**config.mk**
```make
export PLATFORM = sky130hd
export DESIGN_NAME = lsvm_merge
export DESIGN_NICKNAME = d
export VERILOG_FILES = /design/src/design/linear_svm_sgd_trainer_top_assert.svh /design/src/design/lsvm_pkg.sv /design/src/design/lsvm_merge.sv
export SDC_FILE = /design/constraint.sdc
export NUM_CORES = 1
export LEC_CHECK = 0
export BUFFER_PORTS_ARGS = -buffer_cell sky130_fd_sc_hd__buf_2
export CORE_ASPECT_RATIO = 0.6
export CORE_UTILIZATION = 50
export DETAILED_ROUTE_END_ITERATION = 8
export PLACE_DENSITY = 0.71
export SLEW_MARGIN = 0
export SYNTH_ARGS = -nofsm -noshare
export SYNTH_HDL_FRONTEND = slang
export SYNTH_SLANG_ARGS = --single-unit
```
**constraint.sdc**
```tcl
create_clock -name clk -period 6.9 [get_ports clk]
set_input_delay 0.69 -clock clk [delete_from_list [all_inputs] [get_ports clk]]
set_output_delay 0.69 -clock clk [all_outputs]
set_load 0.05 [all_outputs]
```
**src/design/linear_svm_sgd_trainer_top_assert.svh**
```systemverilog
// ----------------------------------------------------------------------------
// Assertion macros for the linear SVM SGD trainer
// Shared property forms with clock and reset built in.
// ----------------------------------------------------------------------------
`ifndef LINEAR_SVM_SGD_TRAINER_TOP_ASSERT_SVH
`define LINEAR_SVM_SGD_TRAINER_TOP_ASSERT_SVH

// same-cycle implication
`define LSVM_ASSERT_IMPLY(lbl, ante, cons, msg) \
	lbl: assert property (@(posedge clk) disable iff (!arst_n) (ante) |-> (cons)) \
		else $error(msg);

// next-cycle implication
`define LSVM_ASSERT_NEXT(lbl, ante, cons, msg) \
	lbl: assert property (@(posedge clk) disable iff (!arst_n) (ante) |=> (cons)) \
		else $error(msg);

`endif

```
**src/design/lsvm_pkg.sv**
```systemverilog
// ----------------------------------------------------------------------------
// lsvm_pkg
// Types, constants and helpers shared by the linear SVM SGD trainer.
// ----------------------------------------------------------------------------
package lsvm_pkg;

	// sizes
	localparam int NUM_FEATURES_DEF = 8;
	localparam int FEAT_W  = 16;
	localparam int WGT_W   = 32;
	localparam int RATE_W  = 16;
	localparam int PROD_W  = WGT_W + FEAT_W;
	localparam int KEEP_W  = 35;
	localparam int OUT_W   = 40;
	localparam int ACT_W   = 2;

	// action codes; code 3 behaves as predict
	localparam logic [ACT_W-1:0] ACT_PREDICT = 2'd0;
	localparam logic [ACT_W-1:0] ACT_TRAIN   = 2'd1;
	localparam logic [ACT_W-1:0] ACT_CLEAR   = 2'd2;

	// register indexes
	localparam logic CFG_LEARN_RATE   = 1'b0;
	localparam logic CFG_REG_STRENGTH = 1'b1;

	localparam logic [RATE_W-1:0] RATE_RESET = 16'd655;

	// margin bounds in Q8.24
	localparam logic signed [WGT_W-1:0] ONE_Q24     = 32'sh0100_0000;
	localparam logic signed [WGT_W-1:0] NEG_ONE_Q24 = 32'shFF00_0000;

	typedef enum logic [1:0] {
		S_IDLE,
		S_CALC,
		S_COMMIT
	} lsvm_state_t;

	// update command from the control to every lane
	typedef struct packed {
		logic wr;       // apply decay (and step)
		logic clr;      // zero the weight
		logic step_en;  // margin violated: add the hinge step
		logic pos;      // label is +1
	} lsvm_upd_t;

	// saturate a 35-bit signed value to 32 bits
	function automatic logic signed [WGT_W-1:0] lsvm_sat35(input logic signed [KEEP_W-1:0] v);
		logic ovf;
		ovf = !((&v[KEEP_W-1:WGT_W-1]) || !(|v[KEEP_W-1:WGT_W-1]));
		if (ovf) begin
			return v[KEEP_W-1] ? 32'sh8000_0000 : 32'sh7FFF_FFFF;
		end
		return v[WGT_W-1:0];
	endfunction

endpackage

```
**src/design/lsvm_merge.sv**
```systemverilog
// ----------------------------------------------------------------------------
// lsvm_merge
// Registered adder tree over the lane products, then scale, bias add and
// saturation to the Q8.24 decision score.
// ----------------------------------------------------------------------------
module lsvm_merge
	import lsvm_pkg::*;
#(
	parameter int NUM_FEATURES = NUM_FEATURES_DEF
) (
	input  logic                     clk,
	input  logic signed [PROD_W-1:0] prod [NUM_FEATURES],
	input  logic signed [WGT_W-1:0]  bias,
	output logic signed [WGT_W-1:0]  score
);

	localparam int LVL   = $clog2(NUM_FEATURES);
	localparam int P     = 1 << LVL;
	localparam int ACC_W = PROD_W + LVL;
	localparam int SW    = ACC_W - 11;

	logic signed [ACC_W-1:0]  leaf_c [P];
	logic signed [ACC_W-1:0]  node_q [1:2*P-1];
	logic signed [ACC_W-13:0] shr_c;
	logic signed [SW-1:0]     sum_c;
	logic                     ovf_c;
	logic signed [WGT_W-1:0]  score_q;

	// leaves, padded with zeros up to a power of two
	for (genvar g = 0; g < P; g++) begin : g_leaf
		if (g < NUM_FEATURES) begin : g_used
			assign leaf_c[g] = ACC_W'(prod[g]);
		end else begin : g_pad
			assign leaf_c[g] = '0;
		end
	end

	// one tree level per cycle; node k sums nodes 2k and 2k+1
	always_ff @(posedge clk) begin
		for (int i = 0; i < P; i++) begin
			node_q[P+i] <= leaf_c[i];
		end
		for (int k = 1; k < P; k++) begin
			node_q[k] <= node_q[2*k] + node_q[2*k+1];
		end
	end

	// floor shift by 12, bias add, saturate
	assign shr_c = node_q[1][ACC_W-1:12];
	assign sum_c = SW'(shr_c) + SW'(bias);
	assign ovf_c = !((&sum_c[SW-1:WGT_W-1]) || !(|sum_c[SW-1:WGT_W-1]));

	always_ff @(posedge clk) begin
		if (ovf_c) begin
			score_q <= sum_c[SW-1] ? 32'sh8000_0000 : 32'sh7FFF_FFFF;
		end else begin
			score_q <= sum_c[WGT_W-1:0];
		end
	end

	assign score = score_q;

endmodule

```
==> impl_metrics.yaml, run 1 <==
setup_path:
  cpLargestDelayFamily: "compound AO/OA/AOI/OAI gates"
  start_kind: "register"
  timing.critical_path.mode_cell: "a21oi_1"
  reg2reg_slack_ns: 2.38
  path_class: "register to register"
  worstReg2RegStart: "node_q[1][51]"
  r2r_end: "node_q[0][252]"
  path_cells: "ha_1, inv_1, fa_1, nor2b_1, o21ai_0, nand2b_1, a21oi_1, o31ai_2, a31oi_1, o41ai_1, a21oi_1, o21ai_1, a21oi_1, o31ai_1, a21oi_1"
  worstPathArrival_ns: 5.02
  crit_path_end_kind: "register"
  critPathMaxFanout: 4
  reg2regPathDepth: 15
  worst_path_max_delay_cell: "o41ai_1"
  required_ns: 7.39
  worst-path-buf-inv: 1
  critPathMaxStageDelay_ns: 0.68
cts:
  htreeDepth: 3
  post_cts_resize_count: 0
  hold_buffers: 0
  clk_pin_slew_worst_paths_ns: 0.06
  cts_tree: "built"
  postCtsSetupRepairBufs: 0
  cts_made_buffers: 73
  cts_sinks: 761
  clock_latency_ns: 0.63
  root_buffer: "clkbuf_16"
  clockBufferDepth: 3
synth:
  synth_cells: 3390
  yosysWarnings: 0
  synthArstFlopShare_pct: 0
  seq_area_frac_synth_pct: 45.06
  synth_area_per_cell_um2: 9.973
  synthDistinctLibCells: 85
  synth.top_cell.area_share_pct: 45.06
  synth_area_leader_cell: "dfxtp_1"
  ys_seq_elements: 761
  synth_flop_cell: "dfxtp_1"
  synthTopCellsByArea: "dfxtp_1 45%, ha_1 14%, xnor2_1 5.9%, a21oi_1 4.6%, a21o_1 4.4%"
  synth-edff-count: 0
  syn-cell-area_um2: 33810
  syn-num-nets: 4194
drt:
  drtAntennaViolNets: 0
  dr.pass1.iters: 7
  drt-total-wl_um: 86190
  vias_per_cell: 5.395
  drc: 0
  first_iter_violations: 1703
  vias: 26040
  routedWlPerCell_um: 17.86
floorplanning:
  num_rows: 73
  core_um2: 66490
  pin_count: 449
  start_util_pct: 50.84
  die_y_um: 203.4
  design.die.area_um2: 68690
  die_x_um: 337.7
finish:
  num-fill-cells: 5730
  ff_latch_area_um2: 15230
  multiInputGateArea_um2: 18000
  area_delta_synth_final_pct: 16.84
  mostFrequentLayoutCell: "dfxtp_1"
  final_cell_mix: "761 x dfxtp_1, 448 x buf_2, 380 x ha_1"
  final_util_pct: 59.40
  final_area_um2: 39500
  nets: 4675
  drive_gt1_share_pct: 15.59
sta:
  finalCritPeriodShare_pct: 65.56
  setup_viol: 0
  finalWorstSetupSlack_ns: 2.376
  hold_viol: 0
  worst_hold_slack_ns: 0.1607
  clock_skew_ns: 0.02719
  finalCriticalPeriod_ns: 4.524
  timing.fmax_ghz: 0.2210
  slew-limit-headroom_pct: 37.23
  tightest_slew_ns: 0.9317
  drv_slew: 0
  rsz0062_at_grt: "no"
  setup-tns-final_ns: 0
power_and_ir_drop:
  internal-power_w: 0.01051
  power_frac_comb_pct: 40.8
  p_switching_w: 0.006296
  p_leak_nw: 18.26
  clockPowerShare_pct: 24.3
  sw_frac_of_total_pct: 37.47
  power.density_nw_per_um2: 425.4
  peakVddDrop_mv: 0.2205
  share_seq_of_total_power_pct: 35.0
global_route:
  grt.overflow.total: 0
  grt_usage_pct: 24.75
  grt_pass1_wl_um: 133500
  grt_pass1_vias: 24613
  grt_max_degree: 32
  grt_antenna_before_repair: 2
outcome:
  outcome: "completed"
place:
  io_buffers: 448
  routabilityCongestion: 0.9410
  place_area_um2: 37030
  dp_slack_ns: 2.279
  hpwlAfterDp_um: 69000
min_path:
  hold_class: "input pin to register"
  hold_depth: 1
  min_to: "node_q[1][88]"
  min_from: "prod[325]"
run:
  drv_cap: 0
## sequential cells by signal, summed over array words and instances, names as in the netlist
name and count:
node_q 729, score 32
## cell usage after synthesis (47+ instances only)
| cell | number |
|---|---|
| a21oi_1 | 311 |
| o21ai_0 | 172 |
| ha_1 | 380 |
| xnor2_1 | 228 |
| a21o_1 | 196 |
| inv_1 | 106 |
| nand2_1 | 170 |
| o21a_1 | 47 |
| dfxtp_1 | 761 |
| nand2b_1 | 50 |
| xor2_1 | 101 |
| nand3_1 | 75 |
| nor2_1 | 202 |
## worst reg2reg max path: stages (launching register included)
cell and delay (ns):
dfxtp_1 0.33, ha_1 0.18, inv_1 0.06, fa_1 0.41, nor2b_1 0.13, o21ai_0 0.08, nand2b_1 0.12, a21oi_1 0.14
o31ai_2 0.56, a31oi_1 0.32, o41ai_1 0.68, a21oi_1 0.32, o21ai_1 0.36, a21oi_1 0.18, o31ai_1 0.44, a21oi_1 0.13
## how the worst max path moves through the flow
stage | from | to | slack (ns) | depth (start not counted)
2_1_floorplan | bias[0] | score[11] | 3.06 | 15
3_3_place_gp | bias[0] | score[0] | 2.35 | 16
3_5_place_dp | bias[0] | score[0] | 2.28 | 16
4_1_cts | node_q[1][0] | node_q[0][250] | 2.40 | 15
5_1_grt | node_q[1][51] | node_q[0][254] | 2.03 | 15
6_report | node_q[1][51] | node_q[0][252] | 2.38 | 15
## area by class of cell
type                       instances  area share (%)
antenna                            1        0.006335
clock buffer                      99           5.464
clock inverter                    31          0.7792
inverter                         106           1.007
multi-input combinational       2477           45.57
sequential                       761           38.57
tap                              900           2.851
timing repair buffer             452           5.752
## stage by stage
stage | std cells | power, W
6_report | 4827 | 0.01680
5_1_grt | 4826 | 0.01786
4_1_cts | 4826 | 0.01679
3_5_place_dp | 4696 | 0.01265
3_3_place_gp | 4696 | 0.01262
2_1_floorplan | 3390 | 0.01076
## metal layers
layer / up-vias / track usage [%] / wire [um]
met5: - / 0 / 0
met4: 0 / 5.753 / 1585
met3: 108 / 5.097 / 6854
met2: 876 / 33.04 / 32460
met1: 11886 / 39.56 / 45290
li1: 13170 / - / -
## power groups by stage
stage	Sequential, W	Clock [W]	Combinational [W]
2_1_floorplan	0.00592	0	0.00484
3_3_place_gp	0.00595	0	0.00667
3_5_place_dp	0.00595	0	0.00670
4_1_cts	0.00587	0.00416	0.00676
5_1_grt	0.00594	0.00435	0.00757
6_report	0.00588	0.00408	0.00685
## logic make-up (layout without fill, tap and decap cells)
group,count (synthesis),after routing,synth area share [%]
buffers and inverters,152,688,1.750
and+or+nand+nor,727,727,10.44
muxes,2,2,0.06291
DFF,761,761,45.06
AOI/OAI and AO/OA,1032,1032,19.68
xor gates and xnor gates,329,329,8.523
adders and majority gates,387,387,14.48
other,0,1,0
No activity file was read; power rests on OpenSTA's default activity.
==> inputs of run 2 (changes only) <==
--- a/config.mk
+++ b/config.mk
@@ -9,7 +9,7 @@
 export CORE_ASPECT_RATIO = 0.6
 export CORE_UTILIZATION = 50
 export DETAILED_ROUTE_END_ITERATION = 8
-export PLACE_DENSITY = 0.71
+export PLACE_DENSITY = 0.73
 export SLEW_MARGIN = 0
 export SYNTH_ARGS = -nofsm -noshare
 export SYNTH_HDL_FRONTEND = slang
==> constraint.sdc (replaced) <==
create_clock -name clk -period 4.05 [get_ports clk]
set_input_delay 0.405 -clock clk [delete_from_list [all_inputs] [get_ports clk]]
set_output_delay 0.405 -clock clk [all_outputs]
set_load 0.05 [all_outputs]
==> impl_metrics.yaml, run 2 (synthesis results as in run 1) <==
outcome:
  outcome: "completed"
floorplanning:
  start_util_pct: 50.84
  die_y_um: 203.4
  core_um2: 66490
  design.die.area_um2: 68690
  pin_count: 449
  num_rows: 73
  die_x_um: 337.7
global_route:
  grt_usage_pct: 28.09
  grt_pass1_wl_um: 150900
  grt_max_degree: 32
  busiest_layer: "met2"
  grt_antenna_before_repair: 23
  grtUsageMet3_pct: 5.848
  use_met1_pct: 39.80
  grt_pass1_vias: 27954
  grt.overflow.total: 0
  use_met2_pct: 41.74
finish:
  num-fill-cells: 5139
  largest-register: "node_q"
  final_cell_mix: "761 x dfxtp_1, 448 x buf_2, 384 x dlygate4sd3_1"
  drive_gt1_share_pct: 14.76
  mostFrequentLayoutCell: "dfxtp_1"
  ff_latch_area_um2: 15230
  largest_reg_flops: 729
  area_delta_synth_final_pct: 28.96
  nets: 5084
  multiInputGateArea_um2: 18070
cts:
  cts_tree: "built"
  clock_latency_ns: 0.63
  root_buffer: "clkbuf_16"
  cts_made_buffers: 72
  clockBufferDepth: 3
  htreeDepth: 3
  cts_sinks: 761
  clk_pin_slew_worst_paths_ns: 0.07
setup_path:
  start_kind: "register"
  path_class: "register to register"
  required_ns: 4.53
  critPathMaxFanout: 5
  worstPathArrival_ns: 4.34
  crit_path_end_kind: "register"
power_and_ir_drop:
  power_frac_comb_pct: 41.9
  p_leak_nw: 19.98
  peakVddDrop_mv: 0.4263
  internal-power_w: 0.01818
  share_seq_of_total_power_pct: 34.4
  power.total_w: 0.02911
  power.density_nw_per_um2: 667.7
  p_switching_w: 0.01093
  sw_frac_of_total_pct: 37.53
  clockPowerShare_pct: 23.8
drt:
  vias: 28731
  first_iter_violations: 2108
  dr.pass1.iters: 8
  drc: 0
  vias_per_cell: 5.467
  drt-total-wl_um: 99690
  routedWlPerCell_um: 18.97
  drtAntennaViolNets: 0
sta:
  clock_skew_ns: 0.03100
  setup_viol: 0
  finalCriticalPeriod_ns: 3.863
  setup-tns-final_ns: 0
  slew-limit-headroom_pct: 53.92
  tightest_slew_ns: 0.6816
  rsz0062_at_grt: "no"
  timing.fmax_ghz: 0.2589
  drv_slew: 0
  finalCritPeriodShare_pct: 95.38
  hold_viol: 0
place:
  routabilityCongestion: 0.9395
  io_buffers: 448
  hpwlAfterDp_um: 69610
run:
  drv_cap: 0
min_path:
  hold_class: "input pin to register"
[run 2: cell types whose count changed in the layout (fill, tap and decap cells not counted), sizes merged]
cell	previous run	this run
bufinv	4	5
inv	108	113
clkinvlp	9	6
clkbuf	99	100
dlygate4sd3	0	384
buf	452	478
clkinv	16	12
diode	1	19
[run 2: what timing repair did]
| item | in CTS | in global routing |
|---|---|---|
| hold endpoints to repair | 384 | 0 |
| setup endpoints to repair | 0 | 48 |
| resized for setup | 0 | 18 |
| setup buffers | 0 | 2 |
| hold buffers | 384 | 0 |
[run 2: layout make-up]
| cell class | instances | area share [%] |
|---|---|---|
| Clock buffer | 100 | 4.701 |
| Antenna cell | 19 | 0.1091 |
| Clock inverter | 30 | 0.7806 |
| Multi-Input combinational cell | 2477 | 41.44 |
| Tap cell | 900 | 2.583 |
| Inverter | 106 | 0.9126 |
| Sequential cell | 761 | 34.94 |
| Timing Repair Buffer | 862 | 14.53 |
[run 2: path summary, 6_finish.rpt]
check	startpoint	endpoint	slack [ns]	depth (start not counted)
min	bias[0]	score[0]	0.24	4
min reg2reg	node_q[1][153]	node_q[0][255]	0.44	1
max reg2reg	node_q[1][210]	node_q[0][353]	0.19	13
max	node_q[1][210]	node_q[0][353]	0.19	13
[run 2: worst max-delay path: stages (launching register included)]
cell      delay [ns]
dfxtp_1         0.34
ha_1            0.40
and3_1          0.20
and2_1          0.19
a221o_1         0.37
a31oi_1         0.43
o21a_1          0.30
nor4_1          0.12
o21ai_0         0.26
nand3_1         0.19
a31oi_1         0.36
nand3b_1        0.21
a32oi_1         0.16
xor2_1          0.17
[run 2: power groups by stage]
stage / logic [W] / registers (W) / clock network, W
finish: 0.0122 / 0.0100 / 0.00692
global route: 0.0133 / 0.0101 / 0.00734
CTS: 0.0119 / 0.00998 / 0.00698
detailed placement: 0.0115 / 0.0101 / 0
global placement: 0.0114 / 0.0101 / 0
floorplan: 0.00824 / 0.0101 / 0
[run 2: layer usage]
layer	wire length, um	up-vias
met5	28	-
met4	3689	4
met3	7976	248
met2	41370	1199
met1	46620	13260
li1	-	14020
[run 2: per-stage QoR]
step,cell area (um^2),cells,hold WS (ns),utilization (%),setup slack (ns)
floorplan,33810,3390,0.4200,-,0.4902
global placement,37240,4720,0.4301,56.00,0.1228
detailed placement,37240,4720,0.4304,56.00,0.01987
CTS,43470,5234,0.2150,65.38,0.1242
global route,43590,5253,0.2583,65.56,0.0005524
finish,43600,5255,0.2377,65.57,0.1870
==> inputs of run 3 (changes only) <==
--- a/config.mk
+++ b/config.mk
@@ -5,7 +5,7 @@
 export SDC_FILE = /design/constraint.sdc
 export NUM_CORES = 1
 export LEC_CHECK = 0
-export BUFFER_PORTS_ARGS = -buffer_cell sky130_fd_sc_hd__buf_2
+export BUFFER_PORTS_ARGS = -buffer_cell sky130_fd_sc_hd__buf_4
 export CORE_ASPECT_RATIO = 0.6
 export CORE_UTILIZATION = 50
 export DETAILED_ROUTE_END_ITERATION = 8
==> impl_metrics.yaml, run 3 (synthesis results as in run 1) <==
setup_path:
  worstPathArrival_ns: 4.36
  worst_path_max_delay_cell: "a2111oi_1"
  start_kind: "register"
  critPathMaxStageDelay_ns: 0.44
  required_ns: 4.56
  timing.critical_path.mode_cell: "o21ai_0"
  path_class: "register to register"
  critPathMaxFanout: 31
  crit_path_end_kind: "register"
  path_cells: "ha_1, fa_1, a21oi_1, o21ai_0, nand3_1, a2111oi_1, nor2_1, a211oi_1, a311o_1, a31oi_1, o211ai_1, xor2_2, o41ai_4, buf_12, o21ai_0"
sta:
  setup_viol: 0
  worst_hold_slack_ns: 0.2294
  hold_viol: 0
  finalCritPeriodShare_pct: 95.19
  finalCriticalPeriod_ns: 3.855
  tightest_slew_ns: 0.8624
  drv_slew: 0
  clock_skew_ns: 0.02381
  timing.fmax_ghz: 0.2594
  slew-limit-headroom_pct: 41.70
finish:
  drive_gt1_share_pct: 14.66
  num-fill-cells: 4982
  largest_reg_flops: 729
  final_cell_mix: "761 x dfxtp_1, 475 x buf_4, 384 x dlygate4sd3_1"
  mostFrequentLayoutCell: "dfxtp_1"
  area_delta_synth_final_pct: 32.16
  nets: 5083
  largest-register: "node_q"
drt:
  first_iter_violations: 2208
  vias_per_cell: 5.436
  dr.pass1.iters: 5
  drtAntennaViolNets: 0
  drc: 0
  routedWlPerCell_um: 19.14
  vias: 28486
  drt-total-wl_um: 100300
global_route:
  grt_antenna_before_repair: 10
  grt_pass1_wl_um: 152700
  grt_pass1_vias: 27754
  grt.overflow.total: 0
  grt_max_degree: 32
  grt_usage_pct: 28.43
place:
  io_buffers: 448
  routabilityCongestion: 0.9712
  hpwlAfterDp_um: 70430
power_and_ir_drop:
  power.density_nw_per_um2: 657.3
  p_switching_w: 0.01101
  sw_frac_of_total_pct: 37.49
  power.total_w: 0.02937
  peakVddDrop_mv: 0.3924
  share_seq_of_total_power_pct: 34.1
  power_frac_comb_pct: 42.2
  internal-power_w: 0.01836
  clockPowerShare_pct: 23.7
  p_leak_nw: 20.38
floorplanning:
  start_util_pct: 50.84
  design.die.area_um2: 68690
  core_um2: 66490
  die_x_um: 337.7
  num_rows: 73
  die_y_um: 203.4
  pin_count: 449
cts:
  cts_tree: "built"
  root_buffer: "clkbuf_16"
  clock_latency_ns: 0.64
  clk_pin_slew_worst_paths_ns: 0.07
  cts_sinks: 761
  htreeDepth: 3
  clockBufferDepth: 3
  cts_made_buffers: 72
outcome:
  outcome: "completed"
run:
  drv_cap: 0
min_path:
  hold_class: "input pin to register"
[run 3: path summary, 6_finish.rpt]
check | start | slack, ns | cells past startpoint | to
max | node_q[0][63] | 0.19 | 15 | score[0]
min | bias[1] | 0.23 | 4 | score[1]
max reg2reg | node_q[0][63] | 0.19 | 15 | score[0]
min reg2reg | node_q[1][51] | 0.44 | 1 | node_q[0][204]
[run 3: cell type report]
cell class              count  area, um^2  area share, %
diodes                      8       20.02        0.04481
clock buffers              96        2003          4.483
clock inverters            31       385.4         0.8625
inverters                 106       397.9         0.8905
multi-input cells        2477       18060          40.43
flip-flops and latches    761       15230          34.10
well taps                 900        1126          2.520
repair buffers            861        7450          16.67
[run 3: repair_timing]
action                                  4_1_cts  5_1_grt
hold buffers                                384        0
endpoints found under the setup margin        0       19
endpoints found under the hold margin       384        0
gates resized for setup                       0       15
buffers inserted                              0        0
[run 3: per-stage QoR]
| stage | instance area [um^2] | worst slack (ns) | util (%) | std cells | TNS, ns |
|---|---|---|---|---|---|
| final | 44680 | 0.1950 | 67.19 | 5240 | 0 |
| after global routing | 44670 | -0.001964 | 67.18 | 5237 | -0.001964 |
| after CTS | 44600 | 0.04970 | 67.07 | 5232 | 0 |
| after detailed placement | 38370 | 0.01202 | 57.70 | 4721 | 0 |
| after global placement | 38370 | 0.05574 | 57.70 | 4721 | 0 |
| after floorplan | 33810 | 0.4902 | - | 3390 | 0 |
[run 3: power by group through the flow]
| stage | Clock (W) | Sequential [W] | Combinational [W] |
|---|---|---|---|
| global route | 0.00736 | 0.0101 | 0.0136 |
| detailed placement | 0 | 0.0101 | 0.0117 |
| CTS | 0.00698 | 0.00998 | 0.0121 |
| finish | 0.00695 | 0.0100 | 0.0124 |
| floorplan | 0 | 0.0101 | 0.00824 |
| global placement | 0 | 0.0101 | 0.0116 |
[run 3: worst max-delay path: cells and delay by family, from the launching register on]
kind	cells	cell delay (ns)
AO/OA/AOI/OAI	9	2.34
adder cells (fa/ha/maj)	2	0.38
flip-flops	1	0.32
AND/OR/NAND/NOR	2	0.31
buffers and inverters	1	0.22
XOR/XNOR	1	0.15
[run 3: routing by layer]
metal	vias to the layer above	track usage, %	wire length [um]
met1	13231	41.39	47730
met5	-	0	15
met3	181	5.505	7745
met2	1065	42.61	42370
li1	14007	-	-
met4	2	7.822	2429
